File: config.mk
export PLATFORM = sky130hd
export DESIGN_NAME = lmt_classify
export DESIGN_NICKNAME = d
export VERILOG_FILES = /design/src/rtl/core/lmt_pkg.sv /design/src/rtl/core/lmt_classify.sv
export SDC_FILE = /design/constraint.sdc
export NUM_CORES = 1
export LEC_CHECK = 0
export BUFFER_PORTS_ARGS = -buffer_cell sky130_fd_sc_hd__buf_2
export CORE_MARGIN = 2
export CORE_UTILIZATION = 50
export CTS_CLUSTER_DIAMETER = 60
export CTS_CLUSTER_SIZE = 20
export DETAILED_ROUTE_END_ITERATION = 12
export PLACE_DENSITY = 0.78
export REMOVE_ABC_BUFFERS = 1
export SLEW_MARGIN = 20
export SYNTH_ARGS = -nofsm -noshare
export SYNTH_HDL_FRONTEND = slang
export SYNTH_SLANG_ARGS = --single-unit
File: constraint.sdc
create_clock -name aclk -period 13.2 [get_ports aclk]
set_input_delay 1.98 -clock aclk [delete_from_list [all_inputs] [get_ports aclk]]
set_output_delay 1.98 -clock aclk [all_outputs]
set_load 0.03 [all_outputs]
File: src/rtl/core/lmt_pkg.sv
package lmt_pkg;

    // Image geometry and sample format
    localparam int MAX_WIDTH   = 4096;
    localparam int MAX_HEIGHT  = 4096;
    localparam int SAMPLE_BITS = 16;

    // Derived widths
    localparam int COL_BITS    = $clog2(MAX_WIDTH);
    localparam int WID_BITS    = $clog2(MAX_WIDTH + 1);
    localparam int ROW_BITS    = $clog2(MAX_HEIGHT + 2);
    localparam int ROWSUM_BITS = SAMPLE_BITS + 2;
    localparam int SUM_BITS    = SAMPLE_BITS + 4;
    localparam int CNT_BITS    = 4;

    // Fixed field widths
    localparam int CFG_BITS     = 13;
    localparam int CFG_IDX_BITS = 1;
    localparam int PIXEL_BITS   = 16;
    localparam int COORD_BITS   = 12;

    // Result queue
    localparam int FIFO_DEPTH = 8;
    localparam int FIFO_BITS  = $clog2(FIFO_DEPTH);

    // Register indexes
    localparam logic [CFG_IDX_BITS-1:0] REG_IMAGE_WIDTH  = 1'd0;
    localparam logic [CFG_IDX_BITS-1:0] REG_IMAGE_HEIGHT = 1'd1;

    localparam logic [CFG_BITS-1:0] WIDTH_RESET  = 13'd4096;
    localparam logic [CFG_BITS-1:0] HEIGHT_RESET = 13'd4096;

    // Request opcodes
    localparam logic OP_PIXEL = 1'b0;
    localparam logic OP_DRAIN = 1'b1;

    typedef logic [SAMPLE_BITS-1:0] sample_t;

    // 3x3 window: [row top/mid/bottom][col left/mid/right]
    typedef logic [2:0][2:0][SAMPLE_BITS-1:0] lmt_win_t;

    typedef struct packed {
        logic                  op;
        logic [PIXEL_BITS-1:0] pixel;
    } lmt_in_t;

    typedef struct packed {
        logic                  above_mean;
        logic [COORD_BITS-1:0] out_row;
        logic [COORD_BITS-1:0] out_col;
        logic                  last;
    } lmt_out_t;

    // Per-request result tag carried down the pipeline
    typedef struct packed {
        logic                  res;
        logic [COORD_BITS-1:0] row;
        logic [COORD_BITS-1:0] col;
        logic                  last;
        logic                  top_ok;
        logic                  bot_ok;
        logic                  left_ok;
        logic                  right_ok;
    } lmt_tag_t;

    // Request into the line-memory stage
    typedef struct packed {
        logic                valid;
        logic [COL_BITS-1:0] addr;
        sample_t             sample;
        lmt_tag_t            tag;
    } lmt_req_t;

endpackage

File: src/rtl/core/lmt_classify.sv
module lmt_classify import lmt_pkg::*; (
    input  logic     aclk,
    input  logic     aresetn,
    input  logic     win_valid,
    input  lmt_win_t win,
    input  lmt_tag_t win_tag,
    output logic     stage_valid,
    output logic     push,
    output lmt_out_t push_data
);

    logic                   sum_valid_reg;
    logic [ROWSUM_BITS-1:0] row_sum_reg [3];
    logic [ROWSUM_BITS-1:0] row_sum_next [3];
    logic [SUM_BITS-1:0]    prod_reg, prod_next;
    logic [COORD_BITS-1:0]  row_reg, col_reg;
    logic                   last_reg;
    logic [2:0]             row_ok;
    logic [1:0]             rows_n, cols_n;
    logic [CNT_BITS-1:0]    count;
    logic [SUM_BITS-1:0]    total;

    // Masked row sums and center times in-image cell count
    always_comb begin
        row_ok = {win_tag.bot_ok, 1'b1, win_tag.top_ok};
        for (int i = 0; i < 3; i++) begin
            if (row_ok[i]) begin
                row_sum_next[i] =
                    (win_tag.left_ok  ? ROWSUM_BITS'(win[i][0]) : '0) +
                    ROWSUM_BITS'(win[i][1]) +
                    (win_tag.right_ok ? ROWSUM_BITS'(win[i][2]) : '0);
            end else begin
                row_sum_next[i] = '0;
            end
        end
        rows_n    = 2'd1 + 2'(win_tag.top_ok) + 2'(win_tag.bot_ok);
        cols_n    = 2'd1 + 2'(win_tag.left_ok) + 2'(win_tag.right_ok);
        count     = CNT_BITS'(rows_n) * CNT_BITS'(cols_n);
        prod_next = SUM_BITS'(win[1][1]) * SUM_BITS'(count);
    end

    always_ff @(posedge aclk) begin
        if (!aresetn) begin
            sum_valid_reg <= 1'b0;
        end else begin
            sum_valid_reg <= win_valid;
        end
    end

    always_ff @(posedge aclk) begin
        row_sum_reg <= row_sum_next;
        prod_reg    <= prod_next;
        row_reg     <= win_tag.row;
        col_reg     <= win_tag.col;
        last_reg    <= win_tag.last;
    end

    // Total the rows and compare against the scaled center
    always_comb begin
        total = SUM_BITS'(row_sum_reg[0]) + SUM_BITS'(row_sum_reg[1]) +
                SUM_BITS'(row_sum_reg[2]);
        push_data.above_mean = (prod_reg > total);
        push_data.out_row    = row_reg;
        push_data.out_col    = col_reg;
        push_data.last       = last_reg;
    end

    assign push        = sum_valid_reg;
    assign stage_valid = sum_valid_reg;

endmodule

### After elaboration in Yosys (flattened, before gate mapping)

Index checks and enable logic that the tools add are counted.

* add/sub/neg operators: 12
* multiply operators: 2
* order comparisons: 1
* muxes and demuxes: 6

Operator list (count)
* 2-to-1 mux 16 bit: 6
* adder 17 x 16 -> 18 bit: 3
* adder 16 x 16 -> 17 bit: 3
* adder 19 x 18 -> 20 bit: 1
* > comparator 20 bit: 1
* multiplier 16 x 4 -> 20 bit: 1
* adder 18 x 18 -> 19 bit: 1
* adder 1 x 1 -> 2 bit (first input constant): 2
* adder 2 x 1 -> 2 bit: 2
* multiplier 2 x 2 -> 4 bit: 1

* register bits after elaboration: 100
* bits of input ports: 177
* output and inout port bits: 28
* logic and storage cells: 29

### Longest topological paths before layout

* depth after elaboration: 4
* depth in mapped cells: 21
* mapped depth without buffers: 18

### Worst setup path before layout

Ideal clock, no wire load.

* kind: input port to flip-flop
* start: input win_tag[3] (netlist bit)
* end: register prod_reg[17]
* setup time: 0.123 ns
* arrival time: 6.280 ns
* data required time: 13.077 ns
* path slack: 6.797 ns
* stages on the path: 20
* buffers on the path: 3
* cell sequence: clkbuf_1 -> inv_1 -> clkbuf_1 -> ha_1 -> nor2_1 -> ha_1 -> ha_1 -> clkbuf_1 -> and2_1 -> fa_1 -> inv_1 -> fa_1 -> inv_1 -> ha_1 -> and2_1 -> a32o_1 -> a211o_1 -> a21oi_1 -> o21ai_1 -> xor2_1

* longest elaborated chain between the ends: 4

Ends and longest elaborated chain
* start: declaration: RTL line lmt_classify.sv:6 `input lmt_tag_t win_tag,`
* adder 1 x 1 -> 2 bit: RTL line lmt_classify.sv:36 `rows_n = 2'd1 + 2'(win_tag.top_ok) + 2'(win_tag.bot_ok);`
* adder 2 x 1 -> 2 bit: RTL line lmt_classify.sv:36
* multiplier 2 x 2 -> 4 bit: RTL line lmt_classify.sv:38 `count = CNT_BITS'(rows_n) * CNT_BITS'(cols_n);`
* multiplier 16 x 4 -> 20 bit: RTL line lmt_classify.sv:39 `prod_next = SUM_BITS'(win[1][1]) * SUM_BITS'(count);`
* net prod_next[17]: RTL line lmt_classify.sv:15 `logic [SUM_BITS-1:0] prod_reg, prod_next;`
* end signal: assignment: RTL line lmt_classify.sv:52 `prod_reg <= prod_next;`
* end: declaration: RTL line lmt_classify.sv:15

The timed path passes the listed nets, and every way through them passes these cells.
A chain may end at the register's enable or synchronous reset.

==> reports/results.env <==
P_PER_AREA_mW_PER_MM2=165
GRT_PASS1_VIAS=7876
FLOORPLAN.DIE.WIDTH_UM=144
CLK_TRANSITION_REPORTED_PATHS_PS=70
DRCVIOLATIONCOUNT=0
CTS_HOLD_BUFFERS=0
CLOCK_SINKS=100
FINAL_MAX_SLEW_VIOL_COUNT=0
CRITICAL_PATH_CLASS='reg -> out'
ANTENNA_FOUND_INITIAL=0
YOSYS.CELL_COUNT.TOP_TYPE='sky130_fd_sc_hd__and2_1'
NNETSFINAL=1653
GPL.FINAL_WEIGHTED_CONGESTION=0.901
ANTENNA_CELLS=0
CTS_SETUP_BUFFERS=0
AVGROUTEDWIREPERCELL_UM=13.9
MAX-CAP-VIOLATIONS=0
TIMING.FINAL.CRIT_SHARE_PCT=52.9
STATUS='finished clean'
HOLDCRITPATHCLASS='in -> reg'
CRIT_ARRIVAL_PS=5010
CTSROOTBUFFERMASTER='sky130_fd_sc_hd__clkbuf_16'
SYNTH_COMMON_CELLS='sky130_fd_sc_hd__and2_1, sky130_fd_sc_hd__ha_1, sky130_fd_sc_hd__inv_1'
VDD_IR_DROP_MAX_mV=0.103
CTS_BUFFER_COUNT=9
GRT_REMAINING_OVERFLOW=0
WIRE_LENGTH_AFTER_DETAILED_ROUTING_MM=21.3
SYN-INSTANCE-COUNT=1079
FINAL_LAYOUT_SIZE_SUFFIX_GT1_SHARE_PCT=19.2
SYNTHESIS.AREA_PER_INSTANCE_UM2=9.06
DETAILEDPLACEMENTHPWL_MM=18.1
YS_SEQ_ELEMENTS=100
LARGEST_REGISTER_FF_COUNT=54
SYNTH_FF_TYPE='sky130_fd_sc_hd__dfxtp_1'
DRT-INITIAL-DRC-COUNT=367
SYNTH_SEQUENTIAL_AREA_RATIO_PCT=20.5
GRT_MAX_DEGREE=50
SYNTH_EDF_COUNT=0
DR_TOTAL_VIAS=8111
FINAL_CRITICAL_PATH_SETUP_SLACK_PS=6210
PRE_REPAIR_DR_ITERATION_COUNT=5
SYNTH.TOP_CELL.AREA_SHARE_PCT=20.5
STARTING_DENSITY_PCT=50.5
GRT_PASS1_WL_MM=35.5
BUFFER_PORTS.INSERTED=203
DEPTH_OF_THE_CTS_H_TREE=3
DETAIL_ROUTE.VIAS_PER_CELL=5.27
FINAL.MIN_CLOCK_PERIOD_PS=6990
CLOCK.FMAX_MHz=143
FP.DIEH_UM=144
POST_SYNTHESIS_CELL_AREA_MM2=0.00977
NUM_IO_PINS=205
CTS_BUFFER_DEPTH=2
FINAL-HOLD-VIOLATION-COUNT=0
PRE_CTS_WORST_SETUP_SLACK_PS=6210
ANTENNA_VIOLATING_NETS_POST_ROUTE=0
NETLIST-CELL-TYPE-COUNT=72
AREA_DELTA_SYNTH_FINAL_PCT=15.6
CRIT_PATH_START_KIND='flop'
YOSYSWARNINGS=0
TIMING.SLEW.HEADROOM_PCT=33.0
SETUP_VIOL=0
CTS_TREE='built'
TRACK_USAGE_PCT=21.5
WORST-ENDPOINT-REQUIRED_PS=11220
WORSTPATHMAXFANOUT=3
RSZ0062_AT_GRT='false'
FINAL_LAYOUT_SETUP_TOTAL_NEGATIVE_SLACK_PS=0
FP-ROW-COUNT=51
CTSRESIZECOUNT=0
POWER.LEAKAGE_uW=0.00558
CRITICAL_PATH_END_TYPE='output pin'
POST-SYNTH-TOP-AREA-CELL='sky130_fd_sc_hd__dfxtp_1'
WORST_PIN_SLEW_PS=1000
AREA_INSIDE_THE_CORE_BOUNDARY_MM2=0.0193
SYNTH_AREA_LEADERS='sky130_fd_sc_hd__dfxtp_1, sky130_fd_sc_hd__fa_1, sky130_fd_sc_hd__ha_1'
DIE_OUTLINE_AREA_MM2=0.0207
POSTSYNTH.ASYNCRESETSHARE_PCT=0
==> critical path, cell delays in order (launching register included) <==
cell and delay (ps):
sky130_fd_sc_hd__dfxtp_1 310, sky130_fd_sc_hd__inv_1 50, sky130_fd_sc_hd__fa_1 530, sky130_fd_sc_hd__inv_1 40, sky130_fd_sc_hd__ha_1 220, sky130_fd_sc_hd__fa_1 420
sky130_fd_sc_hd__a21o_2 230, sky130_fd_sc_hd__a311oi_1 380, sky130_fd_sc_hd__nor2_1 150, sky130_fd_sc_hd__a22oi_1 330, sky130_fd_sc_hd__o2111ai_1 140, sky130_fd_sc_hd__o2111ai_1 110
sky130_fd_sc_hd__ha_1 270, sky130_fd_sc_hd__a21o_1 160, sky130_fd_sc_hd__a21o_1 160, sky130_fd_sc_hd__a21oi_1 150, sky130_fd_sc_hd__o21ai_0 170, sky130_fd_sc_hd__a2111oi_0 440
sky130_fd_sc_hd__a21oi_1 180, sky130_fd_sc_hd__buf_2 210
==> where the power goes <==
group	internal, uW	total (uW)	switching [uW]
combinational	529	1200	667
sequential	375	412	37.1
clock	132	251	119
total	1040	1860	823
==> placed cells by master, fill, tap and decap left out, drive strengths merged, types with 3 or more instances in the layout <==
master   synthesis  layout
buf              5     203
and2           140     140
inv            109     112
ha             110     110
dfxtp          100     100
fa              98      98
nand2           68      68
nor2            62      62
a21oi           62      62
o21ai           39      39
a21o            30      30
xnor2           29      29
nor3            19      19
nand3           17      17
xor2            17      17
a31oi           14      14
nand2b          13      13
o21a            11      11
nor2b           11      11
clkbuf          20      10
o211ai           9       9
a211oi           8       8
mux2i            7       7
and3             7       7
a31o             6       6
o21bai           6       6
or2              6       6
o2111ai          5       5
and4             4       4
nand4            4       4
o31a             4       4
a21boi           4       4
a311o            3       3
a311oi           3       3
a2111oi          3       3
nor3b            3       3
o31ai            3       3
==> through the flow <==
stage | power (uW) | cell area, um2 | util (%) | hold WS [ps] | cells
6_report | 1860 | 11300 | 58.4 | 1720 | 1538
5_1_grt | 2060 | 11300 | 58.4 | 1700 | 1538
4_1_cts | 1870 | 11300 | 58.4 | 1710 | 1538
3_5_place_dp | 1610 | 11000 | 56.9 | 2080 | 1522
3_3_place_gp | 1570 | 11000 | 56.9 | 2080 | 1522
2_1_floorplan | 1340 | 9660 | - | 2010 | 1054
==> worst paths after layout <==
kind                  slack, ps  depth (start not counted)                      start            endpoint
worst min-delay path       1720                          1                win_tag[25]  row_reg[8]$_DFF_P_
worst max-delay path       6210                         19  row_sum_reg[1]$_SDFF_PN0_       push_data[25]
==> kinds of logic (layout without fill, tap and decap cells) <==
logic type | Yosys count | after routing | share of synthesized area [%]
and+or+nand+nor | 360 | 360 | 19.6
AOI/OAI and AO/OA | 224 | 224 | 15.6
adders and majority gates | 208 | 208 | 34.2
buffers and inverters | 134 | 328 | 5.31
DFF | 100 | 100 | 20.5
xor gates and xnor gates | 46 | 46 | 4.12
muxes | 7 | 7 | 0.717
==> layer usage <==
layer  track usage, %  wire length [um]
met1             27.5              9300
met2             37.8             10500
met3             3.37              1120
met4             5.62               405
met5                0                 0
==> final cells by class <==
class | count | area [um2]
Fill cell | 1741 | 8040
Inverter | 109 | 409
Tap cell | 265 | 332
Multi-Input combinational cell | 845 | 7250
Clock buffer | 10 | 229
Sequential cell | 100 | 2000
Clock inverter | 6 | 56.3
Timing Repair Buffer | 203 | 1020
Power figures use the tool's default switching activity.
