===== src/rtl/core/lmt_pkg.sv =====
package lmt_pkg;

    // Image geometry and sample format
    localparam int MAX_WIDTH   = 4096;
    localparam int MAX_HEIGHT  = 4096;
    localparam int SAMPLE_BITS = 16;

    // Derived widths
    localparam int COL_BITS    = $clog2(MAX_WIDTH);
    localparam int WID_BITS    = $clog2(MAX_WIDTH + 1);
    localparam int ROW_BITS    = $clog2(MAX_HEIGHT + 2);
    localparam int ROWSUM_BITS = SAMPLE_BITS + 2;
    localparam int SUM_BITS    = SAMPLE_BITS + 4;
    localparam int CNT_BITS    = 4;

    // Fixed field widths
    localparam int CFG_BITS     = 13;
    localparam int CFG_IDX_BITS = 1;
    localparam int PIXEL_BITS   = 16;
    localparam int COORD_BITS   = 12;

    // Result queue
    localparam int FIFO_DEPTH = 8;
    localparam int FIFO_BITS  = $clog2(FIFO_DEPTH);

    // Register indexes
    localparam logic [CFG_IDX_BITS-1:0] REG_IMAGE_WIDTH  = 1'd0;
    localparam logic [CFG_IDX_BITS-1:0] REG_IMAGE_HEIGHT = 1'd1;

    localparam logic [CFG_BITS-1:0] WIDTH_RESET  = 13'd4096;
    localparam logic [CFG_BITS-1:0] HEIGHT_RESET = 13'd4096;

    // Request opcodes
    localparam logic OP_PIXEL = 1'b0;
    localparam logic OP_DRAIN = 1'b1;

    typedef logic [SAMPLE_BITS-1:0] sample_t;

    // 3x3 window: [row top/mid/bottom][col left/mid/right]
    typedef logic [2:0][2:0][SAMPLE_BITS-1:0] lmt_win_t;

    typedef struct packed {
        logic                  op;
        logic [PIXEL_BITS-1:0] pixel;
    } lmt_in_t;

    typedef struct packed {
        logic                  above_mean;
        logic [COORD_BITS-1:0] out_row;
        logic [COORD_BITS-1:0] out_col;
        logic                  last;
    } lmt_out_t;

    // Per-request result tag carried down the pipeline
    typedef struct packed {
        logic                  res;
        logic [COORD_BITS-1:0] row;
        logic [COORD_BITS-1:0] col;
        logic                  last;
        logic                  top_ok;
        logic                  bot_ok;
        logic                  left_ok;
        logic                  right_ok;
    } lmt_tag_t;

    // Request into the line-memory stage
    typedef struct packed {
        logic                valid;
        logic [COL_BITS-1:0] addr;
        sample_t             sample;
        lmt_tag_t            tag;
    } lmt_req_t;

endpackage


===== src/rtl/core/lmt_window.sv =====
module lmt_window import lmt_pkg::*; (
    input  logic                     aclk,
    input  logic                     aresetn,
    input  lmt_req_t                 req,
    input  logic                     rd_take,
    input  logic [COL_BITS-1:0]      rd_addr,
    input  logic [2*SAMPLE_BITS-1:0] ram_rdata,
    output logic                     ram_we,
    output logic [COL_BITS-1:0]      ram_waddr,
    output logic [2*SAMPLE_BITS-1:0] ram_wdata,
    output logic                     win_valid,
    output lmt_win_t                 win,
    output lmt_tag_t                 win_tag
);

    logic                     fwd_hit_reg, fwd_hit_next;
    logic [2*SAMPLE_BITS-1:0] fwd_data_reg;
    logic [2*SAMPLE_BITS-1:0] line_data;
    sample_t                  older, prev;
    lmt_win_t                 win_reg, win_next;
    lmt_tag_t                 tag_reg;
    logic                     win_valid_reg;

    // Take line data from memory, or from the write that overlapped the read
    always_comb begin
        line_data = fwd_hit_reg ? fwd_data_reg : ram_rdata;
        older     = line_data[2*SAMPLE_BITS-1:SAMPLE_BITS];
        prev      = line_data[SAMPLE_BITS-1:0];
    end

    // Write back the shifted column: {older, prev} <= {prev, new sample}
    assign ram_we    = req.valid;
    assign ram_waddr = req.addr;
    assign ram_wdata = {prev, req.sample};

    // Flag a read that hits the entry being written this cycle
    assign fwd_hit_next = rd_take && req.valid && (rd_addr == req.addr);

    always_ff @(posedge aclk) begin
        fwd_data_reg <= ram_wdata;
    end

    // Shift the window left and load the new right column
    always_comb begin
        win_next = win_reg;
        if (req.valid) begin
            for (int i = 0; i < 3; i++) begin
                win_next[i][0] = win_reg[i][1];
                win_next[i][1] = win_reg[i][2];
            end
            win_next[0][2] = older;
            win_next[1][2] = prev;
            win_next[2][2] = req.sample;
        end
    end

    always_ff @(posedge aclk) begin
        if (!aresetn) begin
            fwd_hit_reg   <= 1'b0;
            win_valid_reg <= 1'b0;
            win_reg       <= '0;
        end else begin
            fwd_hit_reg   <= fwd_hit_next;
            win_valid_reg <= req.valid && req.tag.res;
            win_reg       <= win_next;
        end
    end

    always_ff @(posedge aclk) begin
        tag_reg <= req.tag;
    end

    assign win_valid = win_valid_reg;
    assign win       = win_reg;
    assign win_tag   = tag_reg;

endmodule


===== config.mk =====
export PLATFORM = sky130hd
export DESIGN_NAME = lmt_window
export DESIGN_NICKNAME = d
export VERILOG_FILES = /design/src/rtl/core/lmt_pkg.sv /design/src/rtl/core/lmt_window.sv
export SDC_FILE = /design/constraint.sdc
export NUM_CORES = 1
export LEC_CHECK = 0
export BUFFER_PORTS_ARGS = -buffer_cell sky130_fd_sc_hd__buf_2
export CORE_MARGIN = 2
export CORE_UTILIZATION = 44
export CTS_BUF_LIST = sky130_fd_sc_hd__clkbuf_8
export DETAILED_ROUTE_END_ITERATION = 7
export PLACE_DENSITY = 0.78
export SLEW_MARGIN = 5
export SYNTH_ARGS = -nofsm -noshare
export SYNTH_HDL_FRONTEND = slang
export SYNTH_SLANG_ARGS = --single-unit

===== constraint.sdc =====
create_clock -name aclk -period 1.3 [get_ports aclk]
set_clock_uncertainty 0.1 [all_clocks]
set_input_delay 0 -clock aclk [delete_from_list [all_inputs] [get_ports aclk]]
set_output_delay 0 -clock aclk [all_outputs]
set_load 0.05 [all_outputs]

* After elaboration in Yosys (flattened, before gate mapping)
Cells that the tools add are included.
** Storage, ports and cells
- Register bits :: 208
- Input bits :: 106
** Operators by class
- Equality and inequality tests :: 1
- Multiplexer cells :: 1
- Reductions and logical operators :: 3
** Operator list (count)
- 32-bit two-way mux :: 1
- 12-bit equality test :: 1
- 1-bit logical AND :: 3

* Longest topological paths before layout
Gate-level depths: netlist of run 1.
- Depth after elaboration :: 2
- Mapped depth :: 6
- Gate-level depth less buffers :: 3

* Worst setup path after synthesis of run 1
OpenSTA, ideal clock, no wires.
- Path type :: flip-flop to flip-flop
- From :: register fwd_hit_reg
- To :: register win_reg, in the netlist win[82]
- Library setup time :: 0.117 ns
- Data arrival time :: 1.071 ns
- Path slack :: 0.012 ns
- Stages on the path, launching flop included :: 6
- Buffers on the path :: 2
- Cell sequence :: dfxtp_1 > buf_6 > buf_6 > mux2_2 > mux2i_1 > nor2b_1
** Between the ends
- Longest elaborated chain between the ends :: 1
** Ends and longest elaborated chain
- start: declaration :: RTL line lmt_window.sv:16 : logic fwd_hit_reg, fwd_hit_next;
- start signal: assignment :: RTL line lmt_window.sv:63 : fwd_hit_reg <= fwd_hit_next;
- 32-bit two-way mux :: RTL line lmt_window.sv:26 : line_data = fwd_hit_reg ? fwd_data_reg : ram_rdata;
- net line_data[2] :: RTL line lmt_window.sv:18 : logic [2*SAMPLE_BITS-1:0] line_data;
- end signal: assignment :: RTL line lmt_window.sv:65 : win_reg <= win_next;
- end: declaration :: RTL line lmt_window.sv:20 : lmt_win_t win_reg, win_next;
The timed path passes the listed nets, and every way through them passes these cells.
A chain may end at the register's enable or synchronous reset.

* Worst setup path after layout of run 1
- From :: register fwd_hit_reg
- To :: output ram_wdata[23]
** Between the ends
- Longest elaborated chain between the ends :: 1
** Ends and longest elaborated chain
- 32-bit two-way mux :: RTL line lmt_window.sv:26
- end: declaration :: RTL line lmt_window.sv:10 : output logic [2*SAMPLE_BITS-1:0] ram_wdata,
Every way passes these cells.

==> metrics, run 1 <==
Synth cell types=17; top_reg_cell synth=dfxtp_1; share of cells above drive strength 1=40.2%; Post-Syn Nets=735; CTS tree=done; Final Setup Violations=60; Max Slew Vio Count=0; synthesis-to-layout area growth=53.4%; max frequency=0.600 GHz; GR Util met1=28.9%; Post-Route WL=24700 um; CTS root buf=clkbuf_8; clk_lat worst skew=500 ps; RSZ-0062 raised after global routing=true; DIE WIDTH=135 um; Crit Path Class=reg -> out; GPL Wtd Cong=0.850; Period Utilization, post-route=128%; dpl hpwl=14800 um; VDD IR max=959 uV; worst hold slack=30.0 ps; Yosys reg bits=208; Die Y=135 um; Tmin final=1670 ps; run status=complete, but fails checks; CP arrival=1570 ps; critical-path maximum fanout=5; Post-Synthesis Cell Area=7560 um^2; gr busiest metal=met2; worst endpoint required time=1200 ps; num ports=326; register area share after synthesis=55.1%; pwr dens=1290 nW/um^2; Post-DP Area=9100 um^2; synth top area cells=dfxtp_1, mux2i_1, nor2b_1, buf_4, o211a_1; Mapped Cells=629; max-cap violation count=0; first-pass GRT wire length=35700 um; Hold Crit Class=in -> reg; Synth Warn #=0; LEAKAGE=5.70 nW; vias per inst=4.83; total global routing overflow=0; GRT Total Usage=25.5%; met2 usage=45.4%; Pre-antenna DRT Iters=5; cell area after layout=11600 um^2; grt met3 use=6.12%; Core Box Area=16700 um^2; vias=6318; max reg flops=144; top-area cell type share of the netlist area=55.1%; antenna violations before repair=1; routed len/inst=18.9 um; Detail Route Antenna Nets=0; Rel. slew slack=38.0%; Synth top cells by count=dfxtp_1, mux2i_1, nor2b_1; Initial Util=45.3%; DRT iter0 DRCs=194; syn avg cell area=12.0 um^2; number of synthesized flops with an enable pin=0; CTS max path bufs=3; Worst Max-Slew Pin Slew=930 ps; Critical Path Source Type=flop; setup ws final=-366 ps; TritonCTS Sinks=208; fill count=1166; Final Hold Viols=0; crit end category=output port; vias in the first global route=6327; nets@finish=1175; largest net degree at the start of global routing=70; CTS buffer count=35; row cnt=47; Die Footprint=18300 um^2; clock-pin slew of the registers on the worst-case setup and hold paths=60 ps; failing checks=negative setup slack; IO buf count=325; Synth area leader=dfxtp_1; Pwr Total=15.0 mW; most frequent cell after synthesis=dfxtp_1; Post-route DRC=0; ys async rst share=0%; H-tree depth=2
==> final timing paths <==
| kind | from | to | slack, ps | depth (start not counted) |
|---|---|---|---|---|
| setup reg to reg | fwd_hit_reg$_SDFF_PN0_ | win[45]$_SDFFE_PN0P_ | -280 | 8 |
| setup / recovery | fwd_hit_reg$_SDFF_PN0_ | ram_wdata[23] | -370 | 3 |
| hold reg to reg | win[32]$_SDFFE_PN0P_ | win[32]$_SDFFE_PN0P_ | 410 | 1 |
| hold / removal | req[7] | win_tag[7]$_DFF_P_ | 30 | 2 |
==> metal layers <==
layer  up-vias  share of wire [%]  routed length [um]
li1       2935                  -                   -
met1      3031                 39                9680
met2       290                 51               12600
met3        62                6.3                1550
met4         0                3.7                 922
met5         -                  0                   0
==> placed cells by master, fill, tap and decap left out, types with 9 or more instances in the layout <==
cell / count
buf_4: 41
dfxtp_1: 199
o211a_1: 16
buf_8: 15
nor2b_1: 128
buf_12: 9
mux2_4: 16
dlygate4sd3_1: 117
clkbuf_8: 41
clkbuf_4: 16
inv_1: 13
mux2i_1: 141
buf_6: 18
buf_2: 262
nand2_1: 16
xnor2_1: 12
==> cells by family (layout without fill, tap and decap cells) <==
group | Yosys count | count (layout) | synth area share (%)
DFF | 208 | 208 | 55.1
muxes | 160 | 160 | 21.7
and+or+nand+nor | 150 | 150 | 11.9
buffers and inverters | 83 | 542 | 7.83
AOI/OAI and AO/OA | 16 | 16 | 2.12
xor gates and xnor gates | 12 | 12 | 1.39
other | 0 | 1 | 0
==> timing repair <==
item | in CTS | in global routing
hold endpoints to repair | 208 | 15
pin swaps | 6 | 6
setup buffers | 17 | 10
hold buffers | 120 | 6
endpoints found under the setup margin | 55 | 104
resized for setup | 100 | 51
cloned | 3 | 0
==> cell type report <==
class / count / area, um^2 / area share, %
Clock inverter: 16 / 70.1 / 0.604
Multi-Input combinational cell: 338 / 2860 / 24.7
Clock buffer: 40 / 551 / 4.74
Sequential cell: 208 / 4180 / 36.0
Timing Repair Buffer: 486 / 3660 / 31.6
Tap cell: 220 / 275 / 2.37
Antenna cell: 1 / 2.50 / 0.0216
==> per-stage QoR <==
| stage | utilization [%] | setup TNS, ps | setup slack, ps | cells |
|---|---|---|---|---|
| detailed placement | 54.5 | -68.8 | -21.3 | 1107 |
| finish | 69.5 | -11430 | -366 | 1309 |
| floorplan | - | 0 | 11.7 | 629 |
| CTS | 68.5 | -13850 | -403 | 1303 |
| global placement | 54.5 | 0 | 22.8 | 1107 |
| global route | 69.5 | -14770 | -414 | 1309 |
==> worst max-delay path, cell delays in order, from the launching register on <==
cell	delay [ps]
dfxtp_4	420
buf_12	150
mux2_4	330
buf_8	160
==> power breakdown <==
group	leakage, nW	total, mW	switching (mW)	internal, mW
clock	0.365	5.31	2.52	2.79
combinational	3.61	2.80	1.72	1.08
sequential	1.72	6.88	0.218	6.66
total	5.70	15.0	4.46	10.5
(Power assumes the default switching activity.)
==> run 2, diff against run 1 <==
--- a/config.mk
+++ b/config.mk
@@ -11,4 +11,6 @@
 export CTS_BUF_LIST = sky130_fd_sc_hd__clkbuf_8
 export DETAILED_ROUTE_END_ITERATION = 7
+export GPL_TIMING_DRIVEN = 0
+export HOLD_SLACK_MARGIN = 0.03
 export PLACE_DENSITY = 0.78
 export SLEW_MARGIN = 5
--- a/constraint.sdc
+++ b/constraint.sdc
@@ -3,3 +3,3 @@
 set_input_delay 0 -clock aclk [delete_from_list [all_inputs] [get_ports aclk]]
 set_output_delay 0 -clock aclk [all_outputs]
-set_load 0.05 [all_outputs]
+set_load 0.005 [all_outputs]
==> metrics, run 2 (synthesis gave the netlist of run 1 again) <==
Post-DP Area=9450 um^2; r2r endpoint=win[38]$_SDFFE_PN0P_; setup ws final=-440 ps; row cnt=47; Rel. slew slack=58.3%; crit end category=output port; Max Slew Vio Count=0; RSZ-0062 raised after global routing=true; worst endpoint required time=1200 ps; Post-route DRC=0; LEAKAGE=6.05 nW; R2R setup slack=-310 ps; Initial Util=45.3%; IO buf count=323; Die Y=135 um; clock-pin slew of the registers on the worst-case setup and hold paths=60 ps; failing checks=negative setup slack; CTS tree=done; most used cell, CP=buf_6; vias in the first global route=7233; crit-path max cell delay=420 ps; num ports=326; critical-path maximum fanout=5; share of cells above drive strength 1=42.1%; CP arrival=1640 ps; GPL Wtd Cong=0.793; vias=6732; FF-to-FF Start=fwd_hit_reg$_SDFF_PN0_; Critical path origin=fwd_hit_reg$_SDFF_PN0_; commonest non-fill, non-tap cell in the layout=buf_2; run status=complete, but fails checks; Core Box Area=16700 um^2; synthesis-to-layout area growth=61.1%; pre-CTS WS=-218 ps; Worst Hold Path Cells=2; max reg flops=144; largest net degree at the start of global routing=11; WP buf/inv=3; Placed Cells=1172; VDD IR max=1220 uV; GRT Total Usage=28.6%; Die Footprint=18300 um^2; Final Setup Violations=58; TritonCTS Sinks=208; CTS buffer count=36; first-pass GRT wire length=39700 um; Worst path depth=4; Worst Max-Slew Pin Slew=626 ps; Final Hold Viols=0; dpl hpwl=15700 um; R2R depth=8; Post-Route WL=27200 um; H-tree depth=2; Detail Route Antenna Nets=0; Hold Crit Class=in -> reg; total global routing overflow=0; antenna violations before repair=1; family with the most delay on the worst path=flip-flops; CTS root buf=clkbuf_8; max-cap violation count=0; routed len/inst=19.5 um; DRT iter0 DRCs=210; Critical Path Source Type=flop; Pwr Total=14.8 mW; DIE WIDTH=135 um; nets@finish=1261; CTS max path bufs=3; final non-filler cell total=1398; Crit Path Class=reg -> out; most frequent cells in the layout=buf_2, dfxtp_1, mux2i_1; Pre-antenna DRT Iters=4; pwr dens=1210 nW/um^2; CP max stage cell=dfxtp_4; max frequency=0.575 GHz; Setup crit end=ram_wdata[18]; Period Utilization, post-route=134%; clk_lat worst skew=530 ps; cell area after layout=12200 um^2; cell chain of the critical path=buf_12, mux2_4, buf_6, buf_6; vias per inst=4.82; Hold Path Origin=req[38]; Tmin final=1740 ps
[run 2: routing by layer]
| layer | routed length (um) | global-route usage [%] | share of wire, % |
|---|---|---|---|
| met5 | 0 | 0 | 0 |
| met2 | 13500 | 50.2 | 50 |
| met4 | 1570 | 17.2 | 5.8 |
| met3 | 1860 | 6.87 | 6.8 |
| met1 | 10300 | 31.2 | 38 |
[run 2: power by group]
part / internal [mW] / switching, mW
sequential: 6.66 / 0.196
combinational: 1.15 / 0.789
clock: 3.29 / 2.67
[run 2: timing repair]
action	in CTS	in global routing
endpoints found under the hold margin	135	0
hold buffers	134	0
setup buffers	19	15
pin swaps	2	8
gates resized for setup	76	28
cloned	2	0
endpoints found under the setup margin	39	54
[run 2: metrics by stage]
stage	util, %	setup TNS (ps)	hold slack, ps
after floorplan	-	0	-72.3
after global placement	56.6	-3440	1.83
after detailed placement	56.6	-3900	3.58
after CTS	72.0	-14960	33.7
after global routing	72.9	-16340	54.2
final	72.9	-13520	50.2
[run 2: how the worst min path moves through the flow]
stage                         endpoint  slack, ps
2_1_floorplan  fwd_data_reg[0]$_DFF_P_        -70
3_3_place_gp        win_tag[5]$_DFF_P_          2
3_5_place_dp       win_tag[25]$_DFF_P_          4
4_1_cts            win_tag[10]$_DFF_P_         30
5_1_grt            win_tag[10]$_DFF_P_         50
6_report       fwd_data_reg[8]$_DFF_P_         50
[run 2: cell type report]
type                       count  area [um^2]
multi-input combinational    338         2910
timing repair buffer         489         3450
clock inverter                15         87.6
fill                        1062         4520
sequential                   208         4170
tap                          220          275
antenna                        1         2.50
clock buffer                  45          619
buffer                        82          664
