===== config.mk =====
export PLATFORM = sky130hd
export DESIGN_NAME = lmt_ctrl
export DESIGN_NICKNAME = d
export VERILOG_FILES = /design/src/rtl/core/lmt_pkg.sv /design/src/rtl/core/lmt_ctrl.sv
export SDC_FILE = /design/constraint.sdc
export NUM_CORES = 1
export LEC_CHECK = 0
export BUFFER_PORTS_ARGS = -buffer_cell sky130_fd_sc_hd__buf_2
export CAP_MARGIN = 20
export CORE_ASPECT_RATIO = 1.1
export CORE_MARGIN = 8
export CORE_UTILIZATION = 30
export DETAILED_ROUTE_END_ITERATION = 6
export PLACE_DENSITY = 0.55
export SLEW_MARGIN = 40
export SYNTH_ARGS = -nofsm -noshare
export SYNTH_HDL_FRONTEND = slang
export SYNTH_SLANG_ARGS = --single-unit

===== constraint.sdc =====
create_clock -name aclk -period 14.8 [get_ports aclk]
set_clock_uncertainty 0.2 [all_clocks]
set_input_delay 2.96 -clock aclk [delete_from_list [all_inputs] [get_ports aclk]]
set_output_delay 2.96 -clock aclk [all_outputs]
set_load 0.01 [all_outputs]

===== src/rtl/core/lmt_pkg.sv =====
package lmt_pkg;

    // Image geometry and sample format
    localparam int MAX_WIDTH   = 4096;
    localparam int MAX_HEIGHT  = 4096;
    localparam int SAMPLE_BITS = 16;

    // Derived widths
    localparam int COL_BITS    = $clog2(MAX_WIDTH);
    localparam int WID_BITS    = $clog2(MAX_WIDTH + 1);
    localparam int ROW_BITS    = $clog2(MAX_HEIGHT + 2);
    localparam int ROWSUM_BITS = SAMPLE_BITS + 2;
    localparam int SUM_BITS    = SAMPLE_BITS + 4;
    localparam int CNT_BITS    = 4;

    // Fixed field widths
    localparam int CFG_BITS     = 13;
    localparam int CFG_IDX_BITS = 1;
    localparam int PIXEL_BITS   = 16;
    localparam int COORD_BITS   = 12;

    // Result queue
    localparam int FIFO_DEPTH = 8;
    localparam int FIFO_BITS  = $clog2(FIFO_DEPTH);

    // Register indexes
    localparam logic [CFG_IDX_BITS-1:0] REG_IMAGE_WIDTH  = 1'd0;
    localparam logic [CFG_IDX_BITS-1:0] REG_IMAGE_HEIGHT = 1'd1;

    localparam logic [CFG_BITS-1:0] WIDTH_RESET  = 13'd4096;
    localparam logic [CFG_BITS-1:0] HEIGHT_RESET = 13'd4096;

    // Request opcodes
    localparam logic OP_PIXEL = 1'b0;
    localparam logic OP_DRAIN = 1'b1;

    typedef logic [SAMPLE_BITS-1:0] sample_t;

    // 3x3 window: [row top/mid/bottom][col left/mid/right]
    typedef logic [2:0][2:0][SAMPLE_BITS-1:0] lmt_win_t;

    typedef struct packed {
        logic                  op;
        logic [PIXEL_BITS-1:0] pixel;
    } lmt_in_t;

    typedef struct packed {
        logic                  above_mean;
        logic [COORD_BITS-1:0] out_row;
        logic [COORD_BITS-1:0] out_col;
        logic                  last;
    } lmt_out_t;

    // Per-request result tag carried down the pipeline
    typedef struct packed {
        logic                  res;
        logic [COORD_BITS-1:0] row;
        logic [COORD_BITS-1:0] col;
        logic                  last;
        logic                  top_ok;
        logic                  bot_ok;
        logic                  left_ok;
        logic                  right_ok;
    } lmt_tag_t;

    // Request into the line-memory stage
    typedef struct packed {
        logic                valid;
        logic [COL_BITS-1:0] addr;
        sample_t             sample;
        lmt_tag_t            tag;
    } lmt_req_t;

endpackage


===== src/rtl/core/lmt_ctrl.sv =====
module lmt_ctrl import lmt_pkg::*; (
    input  logic                    aclk,
    input  logic                    aresetn,
    input  logic                    cfg_we,
    input  logic [CFG_IDX_BITS-1:0] cfg_index,
    input  logic [CFG_BITS-1:0]     cfg_wdata,
    input  logic                    in_accept,
    input  lmt_in_t                 in_data,
    output logic                    rd_en,
    output logic [COL_BITS-1:0]     rd_addr,
    output lmt_req_t                req
);

    logic [CFG_BITS-1:0] image_width_reg, image_height_reg;
    logic [COL_BITS-1:0] col_reg, col_next;
    logic [ROW_BITS-1:0] row_reg, row_next;
    lmt_req_t            req_reg, req_next;

    logic [WID_BITS-1:0] w_eff;
    logic [ROW_BITS-1:0] h_eff, h_plus1;
    logic                stale, drain, take, col_nz, has_res, wrap, last;
    logic [COL_BITS-1:0] c, cc;
    logic [ROW_BITS-1:0] r, cr;

    // Configuration registers
    always_ff @(posedge aclk) begin
        if (!aresetn) begin
            image_width_reg  <= WIDTH_RESET;
            image_height_reg <= HEIGHT_RESET;
        end else if (cfg_we) begin
            unique case (cfg_index)
                REG_IMAGE_WIDTH:  image_width_reg  <= cfg_wdata;
                REG_IMAGE_HEIGHT: image_height_reg <= cfg_wdata;
                default: ;
            endcase
        end
    end

    // Clamp geometry to the supported range
    always_comb begin
        if (image_width_reg == '0) begin
            w_eff = WID_BITS'(1);
        end else if (32'(image_width_reg) > MAX_WIDTH) begin
            w_eff = WID_BITS'(MAX_WIDTH);
        end else begin
            w_eff = WID_BITS'(image_width_reg);
        end
        if (image_height_reg == '0) begin
            h_eff = ROW_BITS'(1);
        end else if (32'(image_height_reg) > MAX_HEIGHT) begin
            h_eff = ROW_BITS'(MAX_HEIGHT);
        end else begin
            h_eff = ROW_BITS'(image_height_reg);
        end
    end

    // Position, center coordinates and end-of-row/image flags of the incoming request
    always_comb begin
        h_plus1 = h_eff + ROW_BITS'(1);
        stale   = (WID_BITS'(col_reg) >= w_eff) || (row_reg > h_plus1) ||
                  ((row_reg == h_plus1) && (col_reg != '0));
        c       = stale ? '0 : col_reg;
        r       = stale ? '0 : row_reg;
        drain   = (r >= h_eff);
        take    = in_accept && !((in_data.op == OP_DRAIN) && !drain);
        col_nz  = (c != '0);
        has_res = col_nz ? (r >= ROW_BITS'(1)) : (r >= ROW_BITS'(2));
        cr      = col_nz ? (r - ROW_BITS'(1)) : (r - ROW_BITS'(2));
        cc      = col_nz ? (c - COL_BITS'(1)) : COL_BITS'(w_eff - WID_BITS'(1));
        last    = has_res && (cr == h_eff - ROW_BITS'(1)) &&
                  (WID_BITS'(cc) == w_eff - WID_BITS'(1));
        wrap    = (WID_BITS'(c) + WID_BITS'(1)) >= w_eff;
    end

    // Advance position
    always_comb begin
        col_next = col_reg;
        row_next = row_reg;
        if (in_accept) begin
            if (!take) begin
                col_next = c;
                row_next = r;
            end else if (last) begin
                col_next = '0;
                row_next = '0;
            end else if (wrap) begin
                col_next = '0;
                row_next = r + ROW_BITS'(1);
            end else begin
                col_next = c + COL_BITS'(1);
                row_next = r;
            end
        end
    end

    // Build the request for the line-memory stage
    always_comb begin
        req_next.valid        = take;
        req_next.addr         = c;
        req_next.sample       = drain ? '0 : SAMPLE_BITS'(in_data.pixel);
        req_next.tag.res      = has_res;
        req_next.tag.row      = COORD_BITS'(cr);
        req_next.tag.col      = COORD_BITS'(cc);
        req_next.tag.last     = last;
        req_next.tag.top_ok   = (cr != '0);
        req_next.tag.bot_ok   = (cr + ROW_BITS'(1)) < h_eff;
        req_next.tag.left_ok  = (cc != '0);
        req_next.tag.right_ok = (WID_BITS'(cc) + WID_BITS'(1)) < w_eff;
    end

    always_ff @(posedge aclk) begin
        if (!aresetn) begin
            col_reg       <= '0;
            row_reg       <= '0;
            req_reg.valid <= 1'b0;
        end else begin
            col_reg <= col_next;
            row_reg <= row_next;
            req_reg <= req_next;
        end
    end

    assign rd_en   = take;
    assign rd_addr = c;
    assign req     = req_reg;

endmodule


* Word level (Yosys, flattened, before mapping) *
Cells that the tools add are included.

storage, ports and cells
  bits in registers = 110
  latch bits = 0
  memory bits (writable) = 0
  bits in read-only memories = 0
  output and inout bits = 72
  memories kept = 0

operators by class
  $add $sub $neg = 11
  multiply operators = 0
  div/mod/pow operators = 0
  magnitude comparators = 10
  eq/ne operators = 3
  shift operators = 0
  muxes and demuxes = 15
  bitwise operators = 1
  reduce and logical (&&, ||, !) cells = 17

operator list
  operator                                                             number
  two-way mux 13 bit                                                   9
  two-way mux 12 bit                                                   5
  adder 13 x 1 -> 13 bit (second input constant)                       3
  subtractor 13 x 1 -> 13 bit (second input constant)                  3
  nonzero test 12 bit                                                  3
  adder 12 x 1 -> 13 bit (second input constant)                       2
  equality test 13 bit                                                 2
  greater-or-equal comparator 13 bit                                   2
  > comparator 13 bit (second input constant)                          2
  logical NOT 13 bit                                                   2
  < comparator 13 bit                                                  2
  equality test 12 x 13 -> 1 bit                                       1
  greater-or-equal comparator 12 x 13 -> 1 bit                         1
  greater-or-equal comparator 13 x 1 -> 1 bit (second input constant)  1
  greater-or-equal comparator 13 x 2 -> 1 bit (second input constant)  1
  > comparator 13 bit                                                  1
  nonzero test 13 bit                                                  1
  subtractor 13 x 2 -> 13 bit (second input constant)                  1
  adder 12 x 1 -> 12 bit (second input constant)                       1
  subtractor 12 x 1 -> 12 bit (second input constant)                  1
  logical AND 1 bit                                                    5
  AND reduction 2 bit                                                  2
  logical NOT 1 bit                                                    2
  logical OR 1 bit                                                     2
  2 further kinds                                                      2

* Longest topological paths before layout *
  depth in word-level cells = 15
  gate-level depth with buffers = 44

* Least setup slack after synthesis *
Ideal clock, no wire load.

  kind = flip-flop to output port
  start = register image_height_reg[2]
  end = output rd_en
  data arrival time = 6.716 ns
  path slack = 4.924 ns
  cell stages (with the launch flop) = 34
  buffers on the path = 5
  cells stage by stage = dfxtp_1 > buf_2 > or4_4 > or2_4 > or3_1 > nor2_1 > o21ai_0 > inv_1 > ha_1 > nand3_1 > nor3_1 > and3_1 > nand4_1 > xnor2_1 > ha_1 > nand4_1 > nor4_1 > a221o_1 > or2_1 > clkbuf_1 > nor2_1 > buf_2 > buf_1 > clkbuf_1 > nand2_1 > inv_1 > ha_1 > a21o_1 > a21o_1 > a21o_1 > a21o_1 > a211oi_1 > o21a_1 > a21oi_1

on the way
  word-level cells in the longest chain between the ends = 13

RTL lines
  item                                                         RTL line                        source
  from (decl)                                                  lmt_ctrl.sv:14                  logic [CFG_BITS-1:0] image_width_reg, image_height_reg;
  from (signal assigned)                                       lmt_ctrl.sv:33                  REG_IMAGE_HEIGHT: image_height_reg <= cfg_wdata;
  > comparator 13 bit                                          lmt_ctrl.sv:50                  end else if (32'(image_height_reg) > MAX_HEIGHT) begin
  two-way mux 13 bit                                           lmt_ctrl.sv:50
  two-way mux 13 bit *                                         lmt_ctrl.sv:48                  if (image_height_reg == '0) begin
  adder 13 x 1 -> 13 bit                                       lmt_ctrl.sv:59                  h_plus1 = h_eff + ROW_BITS'(1);
  > comparator 13 bit or equality test 13 bit (tied branches)  lmt_ctrl.sv:60, lmt_ctrl.sv:61
  logical OR 1 bit or logical AND 1 bit (tied branches)        lmt_ctrl.sv:60, lmt_ctrl.sv:61
  logical OR 1 bit                                             lmt_ctrl.sv:60                  stale = (WID_BITS'(col_reg) >= w_eff) || (row_reg > h_plus1) ||
  two-way mux 13 bit                                           lmt_ctrl.sv:63                  r = stale ? '0 : row_reg;
  greater-or-equal comparator 13 bit *                         lmt_ctrl.sv:64                  drain = (r >= h_eff);
  logical NOT 1 bit *                                          lmt_ctrl.sv:65                  take = in_accept && !((in_data.op == OP_DRAIN) && !drain);
  logical AND 1 bit *                                          lmt_ctrl.sv:65
  logical NOT 1 bit *                                          lmt_ctrl.sv:65
  logical AND 1 bit *                                          lmt_ctrl.sv:65
  to (decl)                                                    lmt_ctrl.sv:9                   output logic rd_en,

Mark *: on every way between the ends. The rest lies on a longest branch, timed or not.

* Worst setup path in the final report *
Ends and elaborated chain as after synthesis.

==> metrics.md <==
| Metric | Value |
|---|---|
| Status | `complete, no violations` |
| CTS resizes | `0` |
| Post-Syn Instances | `roughly 1200` |
| Synth cell count leaders | `nand2_1, ha_1, nor2_1, edfxtp_1, nand3_1` |
| Max-cap violations | `0` |
| Drt pass-1 iters | `5` |
| Reg clk slew, reported paths | `0.08 ns` |
| Tcrit/Tclk final | `0.767` |
| Largest net degree at the start of global routing | `61` |
| Hold Startpoint | `image_width_reg[1]` |
| WP buf/inv | `3` |
| Chip Width | `roughly 190 µm` |
| Area leader, netlist | `edfxtp_1` |
| Largest cells by area after synthesis | `edfxtp_1, ha_1, dfxtp_1` |
| First-pass GRT wire length | `between 50 and 60 mm` |
| GPL Wtd Cong | `1.01` |
| Fin. max-slew vios | `0` |
| Final hold violation count | `0` |
| Post-synth EDFFs | `between 50 and 60` |
| Critical path capture point type | `output pin` |
| Design area | `between 10000 and 15000 µm²` |
| Initial detailed-routing violation count | `roughly 750` |
| Number of vias per cell | `between 5 and 6` |
| Number of fill cells | `3480` |
| CTS max path bufs | `2` |
| Top-count cell post-synth | `nand2_1` |
| Initial core utilization | `0.302` |
| Antenna Nets Post-Route | `0` |
| Rel. slew slack | `0.465` |
| Maximum VDD drop | `~0.000046 V` |
| Largest family of logic cells by synthesized area | `simple AND/OR/NAND/NOR gates` |
| Grt ovf | `0` |
| HPWL after detailed placement | `28.4 mm` |
| Area Growth Syn to Fin | `10.5%` |
| # port buffers | `106` |
| Final TNS setup | `0 ns` |
| Mapped Nets | `1346` |
| Clock share of power | `0.249` |
| TritonCTS clock tree | `built` |
| Post-Synth Adder-Cell Area | `0.114` |
| Post-synthesis compound-gate area fraction | `0.209` |
| Worst reg2reg path startpoint | `image_height_reg[2]` |
| Htree depth | `3` |
| Post-layout min period | `between 10 and 15 ns` |
| Async S/R FF share, synth | `0` |
| Netlist Area Pre-Place | `~10000 µm²` |
| Vias | `9695` |
| Max FO, Critical Path | `29` |
| Max reg flops | `slightly below 60` |
| # rows | `70` |
| Initial antenna violation count | `0` |
| Crit path largest cell delay | `between 0.6 and 0.7 ns` |
| Fmax | `just under 90 MHz` |
| Distinct cells, synth | `93` |
| Core Util, Final | `0.334` |
| Sequential power share | `0.352` |
| Sw Share | `0.390` |
| #FFs+latches synth | `between 100 and 150` |
| RSZ-0062 raised after global routing | `false` |
| CP required | `roughly 12 ns` |
| Hold/Removal Path Class | `flip-flop to flip-flop` |
| XOR/XNOR share of the synthesized area | `0.0570` |
| Lkg Pwr | `between 0.004 and 0.005 µW` |
| Number of diodes | `0` |
| Most used DFF post-synth | `edfxtp_1` |
| Area share of the largest cell type after synthesis | `0.174` |
| Setup crit start | `image_height_reg[2]` |
| Post-synthesis sequential area ratio | `0.279` |
| Height of the die | `around 210 µm` |
| Cell Area, Placed | `between 10000 and 15000 µm²` |
| Post-Synth Simple-Gate Area | `0.266` |
| Least-Margin Pin Slew | `approximately 0.8 ns` |
| Mux cell area share after synthesis | `0.00714` |
| Critical path class | `flip-flop to output pin` |
| Share of post-route cells with drive strength above 1 | `0.136` |
| Crit path DAT | `between 8 and 9 ns` |
| Combinational power share | `0.399` |
| Total GRT Usage | `0.181` |
| Worst-Skew Late Latency | `between 0.3 and 0.4 ns` |
| Routed wire length | `around 37 mm` |
| CP max stage cell | `nor4_1` |
| Crit path max-delay family | `simple AND/OR/NAND/NOR gates` |
| Mean Syn Cell Area | `~8.2 µm²` |
| Internal Power | `approximately 620 µW` |
| Remaining routing DRC violations | `0` |
| Startpoint Class | `flip-flop` |
| Ports | `about 110` |
| DR WL/cell | `21.5 µm` |
| Synthesis Warnings | `0` |
| Pwr dens | `~93 nW/µm²` |
| Vias in the first global route | `slightly above 9000` |
| Die Area | `between 30000 and 40000 µm²` |
| Core ar. | `between 30000 and 40000 µm²` |
| Final setup fails | `0` |
| CTS Hold Bufs | `0` |
| Number of buffers created by CTS | `9` |
| TritonCTS Sinks | `110` |
| Fin nets | `between 1000 and 1500` |
| Switching pwr | `about 400 µW` |
| Post-CTS Setup Inserts | `0` |
| Root buf cell | `clkbuf_16` |
-- tightest hold or removal path, cell delays in order, from the launching register on --
cell	delay, ns
dfxtp_1	0.33
nand2_1	0.05
a21boi_0	0.06
-- per-layer routing --
layer | global-route usage | wire, µm | vias up
met5 | 0 | 0 | -
met4 | 0.0971 | 1930 | 0
met3 | 0.0249 | 1880 | 92
met2 | 0.300 | 17500 | 389
met1 | 0.223 | 15200 | 4629
li1 | - | - | 4585
-- power groups by stage --
| stage | sequential (µW) | clock (µW) | combinational (µW) |
|---|---|---|---|
| after floorplan | 367 | 0 | 285 |
| after global placement | 367 | 0 | 399 |
| after detailed placement | 367 | 0 | 403 |
| after CTS | 360 | 265 | 407 |
| after global routing | 363 | 275 | 455 |
| final | 360 | 255 | 409 |
-- through the flow --
step | cells | total power (µW) | worst slack [ns] | hold slack (ns)
6_report | 1700 | 1020 | 3.45 | 0.297
5_1_grt | 1700 | 1090 | 2.99 | 0.310
4_1_cts | 1700 | 1030 | 3.53 | 0.298
3_5_place_dp | 1684 | 770 | 3.61 | 0.288
3_3_place_gp | 1684 | 766 | 3.86 | 0.283
2_1_floorplan | 1220 | 652 | 4.92 | 0.251
-- worst paths after layout --
path | endpoint | slack [ns] | depth (start not counted)
worst min register to register | image_width_reg[1] | 0.30 | 2
worst max-delay path | rd_en | 3.45 | 29
worst max register to register | row_reg[4] | 3.76 | 35
worst min-delay path | image_width_reg[1] | 0.30 | 2
-- final cells by class --
cell class                      instances  area [µm²]  share of cell area
Multi-Input combinational cell        966        6550               0.593
Timing Repair Buffer                  123         661              0.0599
Tap cell                              432         541              0.0490
Inverter                               53         199              0.0180
Sequential cell                       110        2780               0.252
Clock buffer                            9         225              0.0204
Clock inverter                          7        78.8             0.00715
-- cells by family after synthesis --
family,count (synthesis)
and+or+nand+nor,504
AOI/OAI and AO/OA,299
buffers and inverters,144
DFF,110
adders and majority gates,91
xor gates and xnor gates,65
muxes,7
-- cells in the final DEF (no fill, tap or decap), types with 12 or more instances in the layout --
master    count
a21boi_0     25
a21o_1       15
a21oi_1      50
a22oi_1      12
a31oi_1      18
and2_1       29
and3_1       30
buf_2       105
buf_4        18
dfxtp_1      52
edfxtp_1     58
ha_1         90
inv_1        50
nand2_1     152
nand2b_1     15
nand3_1      53
nand4_1      26
nor2_1       68
nor2b_1      13
nor3_1       31
o21a_1       15
o21ai_0      47
o31ai_1      16
xnor2_1      49
xor2_1       16
(Power assumes the default switching activity.)
